--- src/design/xeed_pkg.sv ---
// xeed_pkg: shared types, character codes and entity tables for the
// entity/escape decoder. No dependencies.
package xeed_pkg;

  localparam int unsigned UNIT_W    = 16;
  localparam int unsigned LEN_W     = 3;
  localparam int unsigned JOB_DEPTH = 4;
  localparam int unsigned QPTR_W    = $clog2(JOB_DEPTH);
  localparam int unsigned QCNT_W    = $clog2(JOB_DEPTH + 1);

  // character codes
  localparam logic [UNIT_W-1:0] CH_TAB    = 16'h0009;
  localparam logic [UNIT_W-1:0] CH_NL     = 16'h000A;
  localparam logic [UNIT_W-1:0] CH_SPACE  = 16'h0020;
  localparam logic [UNIT_W-1:0] CH_QUOT   = 16'h0022;
  localparam logic [UNIT_W-1:0] CH_AMP    = 16'h0026;
  localparam logic [UNIT_W-1:0] CH_SLASH  = 16'h002F;
  localparam logic [UNIT_W-1:0] CH_LT     = 16'h003C;
  localparam logic [UNIT_W-1:0] CH_GT     = 16'h003E;
  localparam logic [UNIT_W-1:0] CH_BSLASH = 16'h005C;
  localparam logic [UNIT_W-1:0] CH_LOW_N  = 16'h006E;
  localparam logic [UNIT_W-1:0] CH_LOW_T  = 16'h0074;

  // entity codes, in match priority order
  localparam logic [1:0] ENT_LT   = 2'd0;
  localparam logic [1:0] ENT_GT   = 2'd1;
  localparam logic [1:0] ENT_AMP  = 2'd2;
  localparam logic [1:0] ENT_QUOT = 2'd3;

  // held-sequence kinds (front state)
  localparam logic [1:0] HK_NONE  = 2'd0;
  localparam logic [1:0] HK_ENT   = 2'd1;
  localparam logic [1:0] HK_SLASH = 2'd2;

  // one job: literal units of a flushed prefix, then an optional tail unit
  typedef struct packed {
    logic [LEN_W-1:0]  pre_len;
    logic              pre_slash;  // prefix is a single slash, not an entity
    logic              pre_bs;     // that slash is a backslash
    logic [1:0]        pre_ent;
    logic              tail_valid;
    logic [UNIT_W-1:0] tail_unit;
    logic              fin;
  } xeed_job_t;

  function automatic logic [UNIT_W-1:0] ent_unit(input logic [1:0] p,
                                                 input logic [LEN_W-1:0] i);
    logic [UNIT_W-1:0] u;
    u = 16'h0000;
    if (i == 3'd0) begin
      u = CH_AMP;
    end else begin
      unique case (p)
        ENT_LT: begin
          unique case (i)
            3'd1:    u = 16'h006C;
            3'd2:    u = 16'h0074;
            3'd3:    u = 16'h003B;
            default: u = 16'h0000;
          endcase
        end
        ENT_GT: begin
          unique case (i)
            3'd1:    u = 16'h0067;
            3'd2:    u = 16'h0074;
            3'd3:    u = 16'h003B;
            default: u = 16'h0000;
          endcase
        end
        ENT_AMP: begin
          unique case (i)
            3'd1:    u = 16'h0061;
            3'd2:    u = 16'h006D;
            3'd3:    u = 16'h0070;
            3'd4:    u = 16'h003B;
            default: u = 16'h0000;
          endcase
        end
        default: begin
          unique case (i)
            3'd1:    u = 16'h0071;
            3'd2:    u = 16'h0075;
            3'd3:    u = 16'h006F;
            3'd4:    u = 16'h0074;
            3'd5:    u = 16'h003B;
            default: u = 16'h0000;
          endcase
        end
      endcase
    end
    return u;
  endfunction

  function automatic logic [LEN_W-1:0] ent_len(input logic [1:0] p);
    logic [LEN_W-1:0] l;
    unique case (p)
      ENT_LT:  l = 3'd4;
      ENT_GT:  l = 3'd4;
      ENT_AMP: l = 3'd5;
      default: l = 3'd6;
    endcase
    return l;
  endfunction

  function automatic logic [UNIT_W-1:0] ent_char(input logic [1:0] p);
    logic [UNIT_W-1:0] c;
    unique case (p)
      ENT_LT:  c = CH_LT;
      ENT_GT:  c = CH_GT;
      ENT_AMP: c = CH_AMP;
      default: c = CH_QUOT;
    endcase
    return c;
  endfunction

endpackage

--- src/design/xml_entity_escape_decoder.sv ---
// Entity and escape decoder for a UTF-16 text stream.
// The first result of an accepted item is written into the job queue and then
// expanded from it into the output register.
// Throughput: one code unit per cycle while the queue is not full (in_stall_o); an item's
// results leave the back end one at a time, absorbed by a four-job queue.
// Reset (rst_ni, async, active low) clears the held prefix, queue and output.
// Depends on xeed_pkg, xeed_front, xeed_fifo, xeed_back.
module xml_entity_escape_decoder import xeed_pkg::*; (
  input  logic              clk_i,
  input  logic              rst_ni,
  input  logic              in_valid_i,
  output logic              in_stall_o,
  input  logic [UNIT_W-1:0] code_unit_i,
  input  logic              end_of_text_i,
  output logic              out_valid_o,
  input  logic              out_stall_i,
  output logic [UNIT_W-1:0] out_unit_o,
  output logic              unit_valid_o,
  output logic              end_marker_o
);

  logic      q_full;
  logic      push;
  logic      pop;
  logic      job_valid;
  xeed_job_t job_in;
  xeed_job_t job_out;

  assign in_stall_o = q_full;

  xeed_front u_front (
    .clk_i         (clk_i),
    .rst_ni        (rst_ni),
    .in_valid_i    (in_valid_i),
    .code_unit_i   (code_unit_i),
    .end_of_text_i (end_of_text_i),
    .q_full_i      (q_full),
    .push_o        (push),
    .job_o         (job_in)
  );

  xeed_fifo u_fifo (
    .clk_i   (clk_i),
    .rst_ni  (rst_ni),
    .push_i  (push),
    .job_i   (job_in),
    .full_o  (q_full),
    .pop_i   (pop),
    .valid_o (job_valid),
    .job_o   (job_out)
  );

  xeed_back u_back (
    .clk_i        (clk_i),
    .rst_ni       (rst_ni),
    .job_valid_i  (job_valid),
    .job_i        (job_out),
    .pop_o        (pop),
    .out_valid_o  (out_valid_o),
    .out_stall_i  (out_stall_i),
    .out_unit_o   (out_unit_o),
    .unit_valid_o (unit_valid_o),
    .end_marker_o (end_marker_o)
  );

endmodule

--- src/design/xeed_front.sv ---
// xeed_front: accepts code units, tracks the pending entity/escape prefix
// and turns each item into at most one job. Depends on xeed_pkg.
module xeed_front import xeed_pkg::*; (
  input  logic              clk_i,
  input  logic              rst_ni,
  input  logic              in_valid_i,
  input  logic [UNIT_W-1:0] code_unit_i,
  input  logic              end_of_text_i,
  input  logic              q_full_i,
  output logic              push_o,
  output xeed_job_t         job_o
);

  logic [1:0]       kind_q, kind_d;
  logic [1:0]       pat_q, pat_d;
  logic [LEN_W-1:0] len_q, len_d;
  logic             bs_q, bs_d;

  logic             accept;
  logic             found;
  logic [1:0]       found_ent;
  logic             fresh;
  logic             drop;
  logic [UNIT_W-1:0] esc;
  logic [LEN_W-1:0] len_inc;
  xeed_job_t        job;

  assign accept  = in_valid_i && !q_full_i;
  assign len_inc = len_q + 3'd1;
  assign drop    = (code_unit_i < CH_SPACE) && (code_unit_i != CH_NL);

  // next entity character; after a lone '&' any entity may follow
  always_comb begin
    found     = 1'b0;
    found_ent = pat_q;
    if (len_q == 3'd1) begin
      for (int q = 3; q >= 0; q--) begin
        if (ent_unit(q[1:0], 3'd1) == code_unit_i) begin
          found     = 1'b1;
          found_ent = q[1:0];
        end
      end
    end else begin
      found = (ent_unit(pat_q, len_q) == code_unit_i);
    end
  end

  always_comb begin
    unique case (code_unit_i)
      CH_LOW_N: esc = CH_NL;
      CH_LOW_T: esc = CH_TAB;
      CH_QUOT:  esc = CH_QUOT;
      default:  esc = 16'h0000;
    endcase
  end

  always_comb begin
    job            = '0;
    job.tail_unit  = code_unit_i;
    job.fin        = end_of_text_i;
    kind_d         = HK_NONE;
    pat_d          = ENT_LT;
    len_d          = 3'd1;
    bs_d           = 1'b0;
    fresh          = 1'b1;

    unique case (kind_q)
      HK_ENT: begin
        if (found) begin
          fresh = 1'b0;
          if (len_inc == ent_len(found_ent)) begin
            job.tail_valid = 1'b1;
            job.tail_unit  = ent_char(found_ent);
          end else if (end_of_text_i) begin
            // incomplete at end of text: flush the whole prefix literally
            job.pre_len = len_inc;
            job.pre_ent = found_ent;
          end else begin
            kind_d = HK_ENT;
            pat_d  = found_ent;
            len_d  = len_inc;
          end
        end else begin
          job.pre_len = len_q;
          job.pre_ent = pat_q;
        end
      end
      HK_SLASH: begin
        if (esc != 16'h0000) begin
          fresh          = 1'b0;
          job.tail_valid = 1'b1;
          job.tail_unit  = esc;
        end else begin
          job.pre_len   = 3'd1;
          job.pre_slash = 1'b1;
          job.pre_bs    = bs_q;
        end
      end
      default: ;
    endcase

    // the new unit scanned from scratch
    if (fresh) begin
      if (drop) begin
        job.tail_valid = 1'b0;
      end else if (code_unit_i == CH_AMP && !end_of_text_i) begin
        kind_d = HK_ENT;
      end else if ((code_unit_i == CH_SLASH || code_unit_i == CH_BSLASH) &&
                   !end_of_text_i) begin
        kind_d = HK_SLASH;
        bs_d   = (code_unit_i == CH_BSLASH);
      end else begin
        job.tail_valid = 1'b1;
      end
    end
  end

  assign job_o  = job;
  assign push_o = accept && (job.pre_len != 3'd0 || job.tail_valid || job.fin);

  always_ff @(posedge clk_i or negedge rst_ni) begin
    if (!rst_ni) begin
      kind_q <= HK_NONE;
      pat_q  <= ENT_LT;
      len_q  <= 3'd1;
      bs_q   <= 1'b0;
    end else if (accept) begin
      kind_q <= kind_d;
      pat_q  <= pat_d;
      len_q  <= len_d;
      bs_q   <= bs_d;
    end
  end

endmodule

--- src/design/xeed_fifo.sv ---
// xeed_fifo: short job queue between front and back end.
// Depends on xeed_pkg.
module xeed_fifo import xeed_pkg::*; (
  input  logic      clk_i,
  input  logic      rst_ni,
  input  logic      push_i,
  input  xeed_job_t job_i,
  output logic      full_o,
  input  logic      pop_i,
  output logic      valid_o,
  output xeed_job_t job_o
);

  xeed_job_t         mem_q [JOB_DEPTH];
  logic [QPTR_W-1:0] wr_q, rd_q;
  logic [QCNT_W-1:0] cnt_q, cnt_d;
  logic              do_push, do_pop;

  assign full_o  = (cnt_q == QCNT_W'(JOB_DEPTH));
  assign valid_o = (cnt_q != '0);
  assign job_o   = mem_q[rd_q];
  assign do_push = push_i && !full_o;
  assign do_pop  = pop_i && valid_o;

  always_comb begin
    cnt_d = cnt_q;
    if (do_push && !do_pop) begin
      cnt_d = cnt_q + 1'b1;
    end else if (do_pop && !do_push) begin
      cnt_d = cnt_q - 1'b1;
    end
  end

  always_ff @(posedge clk_i or negedge rst_ni) begin
    if (!rst_ni) begin
      wr_q  <= '0;
      rd_q  <= '0;
      cnt_q <= '0;
    end else begin
      cnt_q <= cnt_d;
      if (do_push) begin
        wr_q <= wr_q + 1'b1;
      end
      if (do_pop) begin
        rd_q <= rd_q + 1'b1;
      end
    end
  end

  always_ff @(posedge clk_i) begin
    if (do_push) begin
      mem_q[wr_q] <= job_i;
    end
  end

endmodule

--- src/design/xeed_back.sv ---
// xeed_back: expands queued jobs into result items, one per cycle unless the output
// is stalled, into an output register. Depends on xeed_pkg.
module xeed_back import xeed_pkg::*; (
  input  logic              clk_i,
  input  logic              rst_ni,
  input  logic              job_valid_i,
  input  xeed_job_t         job_i,
  output logic              pop_o,
  output logic              out_valid_o,
  input  logic              out_stall_i,
  output logic [UNIT_W-1:0] out_unit_o,
  output logic              unit_valid_o,
  output logic              end_marker_o
);

  logic [LEN_W-1:0]  idx_q;
  logic              out_valid_q;
  logic [UNIT_W-1:0] unit_q;
  logic              uvalid_q;
  logic              end_q;

  logic [LEN_W-1:0]  total;
  logic              last;
  logic              load;
  logic              has_unit;
  logic [UNIT_W-1:0] unit;

  assign total    = job_i.pre_len + LEN_W'(job_i.tail_valid);
  assign has_unit = (total != '0);
  // a job with no units still gives one (empty end marker) item
  assign last     = ({1'b0, idx_q} + 4'd1) >= {1'b0, total};
  assign load     = job_valid_i && (!out_valid_q || !out_stall_i);
  assign pop_o    = load && last;

  always_comb begin
    if (!has_unit) begin
      unit = 16'h0000;
    end else if (idx_q < job_i.pre_len) begin
      if (job_i.pre_slash) begin
        unit = job_i.pre_bs ? CH_BSLASH : CH_SLASH;
      end else begin
        unit = ent_unit(job_i.pre_ent, idx_q);
      end
    end else begin
      unit = job_i.tail_unit;
    end
  end

  always_ff @(posedge clk_i or negedge rst_ni) begin
    if (!rst_ni) begin
      idx_q       <= '0;
      out_valid_q <= 1'b0;
    end else begin
      if (load) begin
        out_valid_q <= 1'b1;
        idx_q       <= last ? '0 : idx_q + 3'd1;
      end else if (!out_stall_i) begin
        out_valid_q <= 1'b0;
      end
    end
  end

  always_ff @(posedge clk_i) begin
    if (load) begin
      unit_q   <= unit;
      uvalid_q <= has_unit;
      end_q    <= job_i.fin && last;
    end
  end

  assign out_valid_o  = out_valid_q;
  assign out_unit_o   = unit_q;
  assign unit_valid_o = uvalid_q;
  assign end_marker_o = end_q;

endmodule
--- config.mk ---
export PLATFORM = sky130hd
export DESIGN_NAME = xml_entity_escape_decoder
export DESIGN_NICKNAME = d
export VERILOG_FILES = /design/src/design/xeed_pkg.sv /design/src/design/xml_entity_escape_decoder.sv /design/src/design/xeed_front.sv /design/src/design/xeed_fifo.sv /design/src/design/xeed_back.sv
export SDC_FILE = /design/constraint.sdc
export NUM_CORES = 1
export LEC_CHECK = 0
export ABC_AREA = 1
export ABC_CLOCK_PERIOD_IN_PS = 3590
export BUFFER_PORTS_ARGS = -buffer_cell sky130_fd_sc_hd__buf_2
export CAP_MARGIN = 20
export CORE_AREA = 10 10 150 187
export CTS_BUF_LIST = sky130_fd_sc_hd__clkbuf_4
export DETAILED_ROUTE_END_ITERATION = 8
export DIE_AREA = 0 0 160 197
export SYNTH_ARGS = -nofsm -noshare
export SYNTH_HDL_FRONTEND = slang
export SYNTH_SLANG_ARGS = --single-unit
--- constraint.sdc ---
create_clock -name clk_i -period 3.59 [get_ports clk_i]
set_input_delay 0.1795 -clock clk_i [delete_from_list [all_inputs] [get_ports clk_i]]
set_output_delay 0.1795 -clock clk_i [all_outputs]
set_load 0.01 [all_outputs]
==> metrics, run 1 <==
share of layout cells above drive strength 1 23.36%; antenna-violating nets left 0; Core ar. 24340 um^2; Top-Level Pins 41; fin crit period around 3.4 ns; die area between 30000 and 40000 um^2; CTS Buf Count 17; RSZ-0062 raised after global routing true; post-layout util a little over a third; Req. time, crit path 4.03 ns; Root Driver clkbuf_4; Worst Setup End Kind flip-flop; post-detailed-route via-to-cell ratio 4.735; total track usage 11.21%; worst skew pair latency ~0.55 ns; CTS max path bufs 2; Synth async-reset ratio 13.87%; commonest non-fill, non-tap cell in the layout nand2_1; Clock Skews 0.02926 ns; cell taking the most area after synthesis edfxtp_1; DR pass1 iterations 5; Cell Area, Synth approximately 7200 um^2; IO buf count 40; via count ~5700; P_leak 3.603 nW; Worst-path clk slew 0.13 ns; post-DR wirelength/cell 14.80 um; top post-synthesis cells by area edfxtp_1, nand2_1, dfrtp_1, nor2_1, ha_1; global-route wire length before repair about 28 mm; Yosys top cell area share between 40 and 50%; Post-synth EDFFs 118; syn nets 827; cells after synthesis 776; max cap viols 0; clock sink count 137; die height ~200 um; CP Launch Type flip-flop; number of global-route vias before repair 5651; CTS H-tree depth 4; Worst VDD drop 0.0003223 V; CTS tree built; largest net degree at the start of global routing between 50 and 60; Initial Util slightly below 30%; row count 64; Area Overhead vs Synth 22.61%; Final Non-Filler Cells approximately 1200; worst setup path class flip-flop to flip-flop; DRC viols 0; GPL Wtd Cong between 0.8 and 0.9; DPL Wire Length 12.64 mm; Worst-Margin Slew 0.7679 ns; post-synthesis sequential area ratio 55.83%; DR iter-0 viols 502; final hold vios 0; Final setup viols 0; Slew Limit Fails 0; most frequent cells in the layout nand2_1, edfxtp_1, nor2_1; final worst path period share 95.91%; initial antenna violation count 1; Rel. slew slack 48.46%; Die Wd 160 um; CP max FO 5; hold crit path type input port to flip-flop; dominant synthesized flop cell edfxtp_1; WHS 0.08372 ns; Avg Cell Area, Syn just over 9 um^2; Total Wirelength 17.95 mm; FF+latch count, synth 137; PD cells ~750 nW/um^2; Overflow after GRT 0; nets around 900; Synth Warn # 0; post-synth cell types 45; status completed; placed cell count roughly 1200; overall power 6.651 mW; WP data arrival about 3.9 ns; max frequency 290.4 MHz
-- registers in the layout (all words and copies together) (netlist names), 2 cells and up --
name               flops
u_fifo.mem_q         100
u_fifo.cnt_q           3
u_front.kind_q         2
u_front.pat_q          2
u_back.out_unit_o     16
u_fifo.wr_q            2
u_back.idx_q           3
u_front.len_q          3
u_fifo.rd_q            2
-- report_power, final --
group / internal (mW) / switching (mW) / leakage (nW)
registers: 2.31 / 0.144 / 1.34
clock network: 0.555 / 0.573 / 0.174
logic: 1.13 / 1.94 / 2.09
-- what timing repair did --
action | CTS | global route
gates resized for setup | 4 | 65
buffers inserted | 0 | 6
gates cloned | 0 | 2
hold buffers | 12 | 0
endpoints found under the hold margin | 57 | 0
endpoints found under the setup margin | 2 | 2
pin swaps | 0 | 25
-- kinds of logic after synthesis --
kind of cell             synth area share, %
AND/OR/NAND/NOR                        21.03
XOR/XNOR                              0.4866
buffers and inverters                  6.116
flip-flops                             55.83
AO/OA/AOI/OAI                          11.07
multiplexers                          0.1564
adder cells (fa/ha/maj)                5.317
-- synthesized netlist by cell type, types with 9 or more instances --
library cell  count
nand2_1         146
edfxtp_1        118
ha_1             29
inv_2            10
clkbuf_1         12
nand4_1           9
nor3_1            9
o21ai_0          64
inv_1            84
nor2_1          115
a21oi_1          34
nand3_1          41
dfrtp_1          18
o22ai_1          11
nand2_2          14
-- final timing paths --
kind	startpoint	end	slack, ns	cells past startpoint
max reg2reg	u_front.len_q[0]	u_fifo.cnt_q[1]	0.15	21
max	u_front.len_q[0]	u_fifo.cnt_q[1]	0.15	21
min	code_unit_i[7]	u_front.bs_q	0.08	4
min reg2reg	u_back.out_valid_o	u_back.out_valid_o	0.52	2
max in group asynchronous	rst_ni	u_back.out_valid_o	3.06	2
min in group asynchronous	rst_ni	u_front.bs_q	0.14	2
-- per-stage QoR --
step                      instance area, um^2  setup slack [ns]   TNS [ns]
after floorplan                          7204           -0.1644     -16.44
after global placement                   8051           0.06025          0
after detailed placement                 8051         -0.001938  -0.001938
after CTS                                8509           0.01227          0
after global routing                     8828          -0.04999   -0.09616
final                                    8828            0.1469          0
-- area by class of cell --
class / instances / area (um^2)
Timing Repair inverter: 1 / 7.507
Tap cell: 330 / 412.9
Clock inverter: 15 / 198.9
Multi-Input combinational cell: 523 / 2987
Sequential cell: 137 / 4024
Timing Repair Buffer: 90 / 689.4
Antenna cell: 1 / 2.502
Clock buffer: 17 / 127.6
Inverter: 99 / 379.1
Fill cell: 2459 / 15510
-- critical path, cell delays in order (launching register included) --
cell,delay (ns)
dfstp_2,0.60
buf_6,0.13
ha_4,0.15
nand2_2,0.06
nand2_2,0.10
nor2_1,0.05
nor2_1,0.15
nand3_1,0.11
a21oi_2,0.19
nand3_4,0.15
nand2_4,0.10
nand3_1,0.14
nand3b_2,0.13
nand2_2,0.07
nor2_4,0.12
nand2_4,0.06
nand2_4,0.06
inv_2,0.04
ha_4,0.14
inv_2,0.06
fa_2,0.43
mux2_2,0.27
-- per-layer routing --
metal	wire, um	GRT usage (%)
met1	7615	12.79
met2	9178	19.81
met3	683	2.460
met4	470	4.802
met5	0	0
(Power assumes the default switching activity.)
==> run 2: changes to the inputs <==
Settings changed: CELL_PAD_IN_SITES_DETAIL_PLACEMENT from default to 0, CELL_PAD_IN_SITES_GLOBAL_PLACEMENT from default to 2, PLACE_DENSITY_LB_ADDON from default to 0.1.
==> run 2 against run 1 <==
Power fell by 0.68%. Flip-flop and latch count did not move. Fmax fell by 1.1%. Combinational power rose by 4%. Sequential power barely moved. Worst setup slack got worse by 0.038 ns. Die area did not move. Utilization rose by 1.2 points. Clock power fell by 15%. Worst hold slack improved by 0.014 ns. Largest power group unchanged.
==> metrics, run 2 (synthesis gave the netlist of run 1 again) <==
Hold Crit Start code_unit_i[7]; Reg-to-Reg Start u_front.len_q[0]; CP max FO 4 (-1); CTS max path bufs 2 (unchanged); worst skew pair latency 0.53 ns (-0.02 ns); DRC viols 0 (unchanged); post-detailed-route via-to-cell ratio 4.647 (-1.9%); FF/Latch Area 4021 um^2 (about the same); placed cell count 1204 (+3.8%); Slew Limit Fails 0 (unchanged); DR pass1 iterations 4 (-1); CTS tree built; Total Wirelength 21.44 mm (+19%); hold crit path type input port to flip-flop; PD cells 724.8 nW/um^2 (-3.8%); DPL Wire Length 15.99 mm (+27%); post-layout util 37.44% (+1.2 points); DR iter-0 viols 275 (-45%); R2R setup slack 0.11 ns (-0.04 ns); Clock Skews 0.01394 ns (-0.01532 ns); Overflow after GRT 0 (unchanged); Hold Path Cell Cnt 4 (unchanged); RSZ-0062 raised after global routing true; CP max stage cell dfstp_2; max frequency 287.3 MHz (-1.1%); CP Launch Type flip-flop; GPL Wtd Cong 0.8645 (-2.9%); setup TNS 0 ns (unchanged); global-route wire length before repair 32.69 mm (+15%); clock sink count 137 (unchanged); P_leak 3.822 nW (+6.1%); Hold Path End u_front.bs_q; worst r2r dst u_fifo.cnt_q[2]; Top-Level Pins 41 (unchanged); Reg with most FFs u_fifo.mem_q; Req. time, crit path 4.02 ns (about the same); Final Non-Filler Cells 1254 (+3.4%); max reg flops 100 (unchanged); Root Driver clkbuf_4; Final setup viols 0 (unchanged); WP data arrival 3.91 ns (+0.03 ns); CTS Buf Count 17 (unchanged); largest net degree at the start of global routing 26 (-50%); Worst Setup End Kind flip-flop; Die Wd 160 um (unchanged); Core ar. 24340 um^2 (unchanged); via count 5827 (+1.4%); antenna-violating nets left 0 (unchanged); commonest non-fill, non-tap cell in the layout nand2_1; final worst path period share 96.96% (+1.1 points); fillers 2558 (+4.0%); row count 64 (unchanged); Initial Util 29.58% (unchanged); die height 197 um (unchanged); Worst-path clk slew 0.11 ns (-0.02 ns); CTS H-tree depth 4 (unchanged); worst setup path class flip-flop to flip-flop; IO buf count 40 (unchanged); status completed; worst reg2reg path depth 28 (+33%); fin crit period 3.481 ns (+0.03771 ns); Area Overhead vs Synth 26.59%; die area 31520 um^2 (unchanged); most frequent cells in the layout nand2_1, edfxtp_1, nor2_1; area taken by multi-input logic gates 3002 um^2 (+0.50%); share of layout cells above drive strength 1 26.44% (+3.1 points); initial antenna violation count 1 (unchanged); final hold vios 0 (unchanged); Rel. slew slack 39.50% (-9.0 points); post-DR wirelength/cell 17.10 um (+16%); Worst-Margin Slew 0.8981 ns (+0.1302 ns); total track usage 13.44% (+2.2 points); Crit path largest cell delay 0.62 ns (+0.02 ns); max cap viols 0 (unchanged); Worst VDD drop 0.0002014 V (-38%); number of global-route vias before repair 5840 (+3.3%); nets 961 (+4.5%)
## run 2: cell count changes in the layout (fill, tap and decap cells not counted), sizes merged
cell,delta
buf,+47
dlygate4sd3,-6
clkbuf,+5
bufinv,-2
inv,-2
clkinvlp,-1
## run 2: worst max-delay path by stage
stage	from	endpoint	slack, ns	cells past startpoint
CTS	u_front.len_q[0]	u_fifo.cnt_q[2]	-0.02	28
global placement	u_front.len_q[1]	u_fifo.cnt_q[2]	-0.21	26
global route	u_front.len_q[0]	u_fifo.cnt_q[2]	-0.15	29
finish	u_front.len_q[0]	u_fifo.cnt_q[2]	0.11	28
floorplan	u_front.len_q[0]	u_fifo.mem_q[2][0]	-0.16	23
detailed placement	u_front.len_q[1]	u_fifo.cnt_q[2]	-0.23	26
## run 2: per-layer routing
metal | vias up | GRT usage (%) | wire [um]
li1 | 2911 | - | -
met1 | 2823 | 14.57 | 8674
met2 | 81 | 26.07 | 12020
met3 | 12 | 2.085 | 487
met4 | 0 | 4.121 | 259
met5 | - | 0 | 0
## run 2: through the flow
step / power (mW) / hold slack [ns] / worst slack [ns] / instance area (um^2)
floorplan: 4.366 / -0.1161 / -0.1644 / 7204
global placement: 5.553 / 0.2323 / -0.2069 / 8382
finish: 6.606 / 0.09814 / 0.1092 / 9115
CTS: 6.581 / 0.02218 / -0.02021 / 8785
detailed placement: 5.576 / 0.2333 / -0.2288 / 8382
global route: 7.190 / 0.06733 / -0.1468 / 9115
## run 2: critical path: cells and delay by family (launching register included)
| family | cells | cell delay, ns |
|---|---|---|
| buffers and inverters | 7 | 0.57 |
| flip-flops | 1 | 0.62 |
| XOR/XNOR | 1 | 0.16 |
| AO/OA/AOI/OAI | 3 | 0.29 |
| AND/OR/NAND/NOR | 14 | 1.06 |
| adder cells (fa/ha/maj) | 3 | 0.65 |
## run 2: timing repair
item | 4_1_cts | 5_1_grt
hold buffers | 6 | 0
endpoints found under the hold margin | 36 | 0
pin swaps | 5 | 24
gates resized for setup | 21 | 51
setup endpoints to repair | 2 | 102
gates cloned | 0 | 3
setup buffers | 2 | 7
## run 2: area by class of cell
class / instances / area share (%)
repair buffers: 132 / 11.31
flip-flops and latches: 137 / 44.12
diodes: 1 / 0.02745
multi-input cells: 523 / 32.93
inverters: 99 / 4.200
clock buffers: 21 / 1.730
well taps: 330 / 4.530
clock inverters: 11 / 1.153
## run 2: power breakdown
part | internal, mW | total, mW | switching (mW) | leakage (nW)
Clock | 0.431 | 0.962 | 0.531 | 0.143
Sequential | 2.31 | 2.45 | 0.136 | 1.34
Combinational | 1.18 | 3.20 | 2.02 | 2.34
Total | 3.92 | 6.61 | 2.68 | 3.82
==> run 3: changes to the inputs <==
Settings changed: CELL_PAD_IN_SITES_DETAIL_PLACEMENT 0 to default, CELL_PAD_IN_SITES_GLOBAL_PLACEMENT 2 to default, CORE_AREA 10 10 150 187 to 2 2 142 179, DIE_AREA 0 0 160 197 to 0 0 144 181, PLACE_DENSITY_LB_ADDON 0.1 to default.
==> run 3 against run 2 <==
Sequential share of layout area is 1.3 points higher. Sequential power hardly changed. Non-clock buffer count down 33. Die area fell by 17%. Highest routed layer unchanged. Worst hold slack worse by 0.013 ns.
==> metrics, run 3 (synthesis gave the netlist of run 1 again) <==
largest net degree at the start of global routing 27 (+3.8%); final worst path period share 98.00% (+1.0 points); Clock Skews 0.01297 ns (-0.0009722 ns); Initial Util 29.68% (+0.098 points); post-DR wirelength/cell 14.54 um (-15%); Worst Setup End Kind flip-flop; nets 928 (-3.4%); Die Wd 144 um (-10%); Overflow after GRT 0 (unchanged); die height 181 um (-8.1%); number of global-route vias before repair 5489 (-6.0%); Top-Level Pins 41 (unchanged); row count 64 (unchanged); CTS Buf Count 17 (unchanged); Worst-Margin Slew 0.6472 ns (-0.2508 ns); commonest non-fill, non-tap cell in the layout nand2_1; CTS max path bufs 2 (unchanged); max frequency 284.2 MHz (-1.1%); DRC viols 0 (unchanged); setup ws final 0.07187 ns (-0.03733 ns); antenna-violating nets left 0 (unchanged); CTS H-tree depth 4 (unchanged); final hold vios 0 (unchanged); total track usage 13.92% (+0.48 points); hold crit path type input port to flip-flop; fillers 2406 (-5.9%); CTS tree built; CP max FO 4 (unchanged); most frequent cells in the layout nand2_1, edfxtp_1, nor2_1; global-route wire length before repair 27.88 mm (-15%); worst reg2reg path depth 27 (-3.6%); P_leak 3.648 nW (-4.5%); Final setup viols 0 (unchanged); Place WS 0.01388 ns (+0.2427 ns); share of layout cells above drive strength 1 23.26% (-3.2 points); worst skew pair latency 0.54 ns (about the same); worst setup path class flip-flop to flip-flop; fin crit period 3.518 ns (+0.03733 ns); CP Launch Type flip-flop; DPL Wire Length 12.45 mm (-22%); Slew Limit Fails 0 (unchanged); max reg flops 100 (unchanged); DR pass1 iterations 5 (+1); initial antenna violation count 1 (unchanged); overall power 6.687 mW (+1.2%); Total Wirelength 17.76 mm (-17%); Worst VDD drop 0.0002873 V (+43%); die area 26060 um^2 (-17%); clock sink count 137 (unchanged); RSZ-0062 raised after global routing true; GPL Wtd Cong 0.9209 (+6.5%); Reg with most FFs u_fifo.mem_q; WP data arrival 3.94 ns (+0.03 ns); post-detailed-route via-to-cell ratio 4.699 (+1.1%); PD cells 755.0 nW/um^2 (+4.2%); Core ar. 24260 um^2 (-0.33%); Rel. slew slack 56.72% (+17 points); DR iter-0 viols 339 (+23%); Area Overhead vs Synth 23.01%; Hold Path Cell Cnt 4 (unchanged); Req. time, crit path 4.02 ns (about the same); via count 5738 (-1.5%); Root Driver clkbuf_4; max cap viols 0 (unchanged); IO buf count 40 (unchanged); status completed; Worst-path clk slew 0.11 ns (about the same)
## run 3: cell count changes in the layout (fill, tap and decap cells not counted), sizes merged
cell / delta
dlygate4sd3: +5
clkbuf: -5
clkinv: +1
bufinv: +2
buf: -36
## run 3: power breakdown
group | total [mW] | internal (mW) | leakage, nW | switching (mW)
sequential | 2.44 | 2.31 | 1.34 | 0.134
clock | 1.10 | 0.552 | 0.167 | 0.547
combinational | 3.14 | 1.18 | 2.14 | 1.96
total | 6.69 | 4.04 | 3.65 | 2.64
## run 3: critical path: stages, from the launching register on
cell	delay, ns
dfstp_2	0.61
inv_4	0.07
ha_4	0.16
inv_2	0.07
nand2_2	0.06
nand2_1	0.09
nand2_2	0.08
nand2_2	0.08
nand2_1	0.05
nand2_1	0.07
nand3_2	0.09
nor2_4	0.14
nand3_4	0.10
buf_6	0.14
nand2_4	0.07
inv_4	0.05
nand2_4	0.06
nand2_4	0.05
nand3b_1	0.08
nand2_1	0.07
nand2_2	0.12
nand2_4	0.07
nand2_4	0.06
inv_2	0.04
ha_4	0.15
inv_4	0.05
fa_2	0.42
mux2_4	0.28
## run 3: through the flow
step	utilization (%)	hold WS (ns)	cells	setup TNS [ns]	area, um^2
floorplan	-	-0.1161	776	-16.44	7204
global placement	33.38	0.1909	1168	0	8099
detailed placement	33.38	0.2118	1168	0	8099
CTS	35.24	0.01250	1213	0	8551
global route	36.50	0.04849	1221	-0.1701	8857
finish	36.50	0.08495	1221	0	8857
## run 3: worst paths after layout
| check | startpoint | end | slack (ns) |
|---|---|---|---|
| hold reg to reg | u_back.out_valid_o | u_back.out_valid_o | 0.50 |
| max in group asynchronous | rst_ni | u_back.out_valid_o | 3.00 |
| hold / removal | code_unit_i[7] | u_front.bs_q | 0.08 |
| setup reg to reg | u_front.len_q[0] | u_fifo.cnt_q[1] | 0.07 |
| setup / recovery | u_front.len_q[0] | u_fifo.cnt_q[1] | 0.07 |
| min in group asynchronous | rst_ni | u_back.idx_q[2] | 0.18 |
## run 3: layout make-up
cell class	count	area [um^2]	area share, %
Clock buffer	18	135.1	1.526
Inverter	99	380.4	4.294
Antenna cell	1	2.502	0.02825
Tap cell	330	412.9	4.662
Sequential cell	137	4020	45.39
Timing Repair Buffer	99	735.7	8.306
Clock inverter	14	180.2	2.034
Multi-Input combinational cell	523	2990	33.76
## run 3: layer usage
metal / part of all wire [%] / global-route usage [%] / routed length (um)
met1: 43 / 16.94 / 7648
met5: 0 / 0 / 0
met4: 1.9 / 5.216 / 334
met2: 52 / 24.29 / 9145
met3: 3.5 / 2.571 / 628
## run 3: what timing repair did
action / 4_1_cts / 5_1_grt
endpoints found under the hold margin: 56 / 0
endpoints found under the setup margin: 2 / 102
hold buffers: 11 / 0
pin swaps: 3 / 24
buffers inserted: 2 / 7
gates resized for setup: 6 / 61
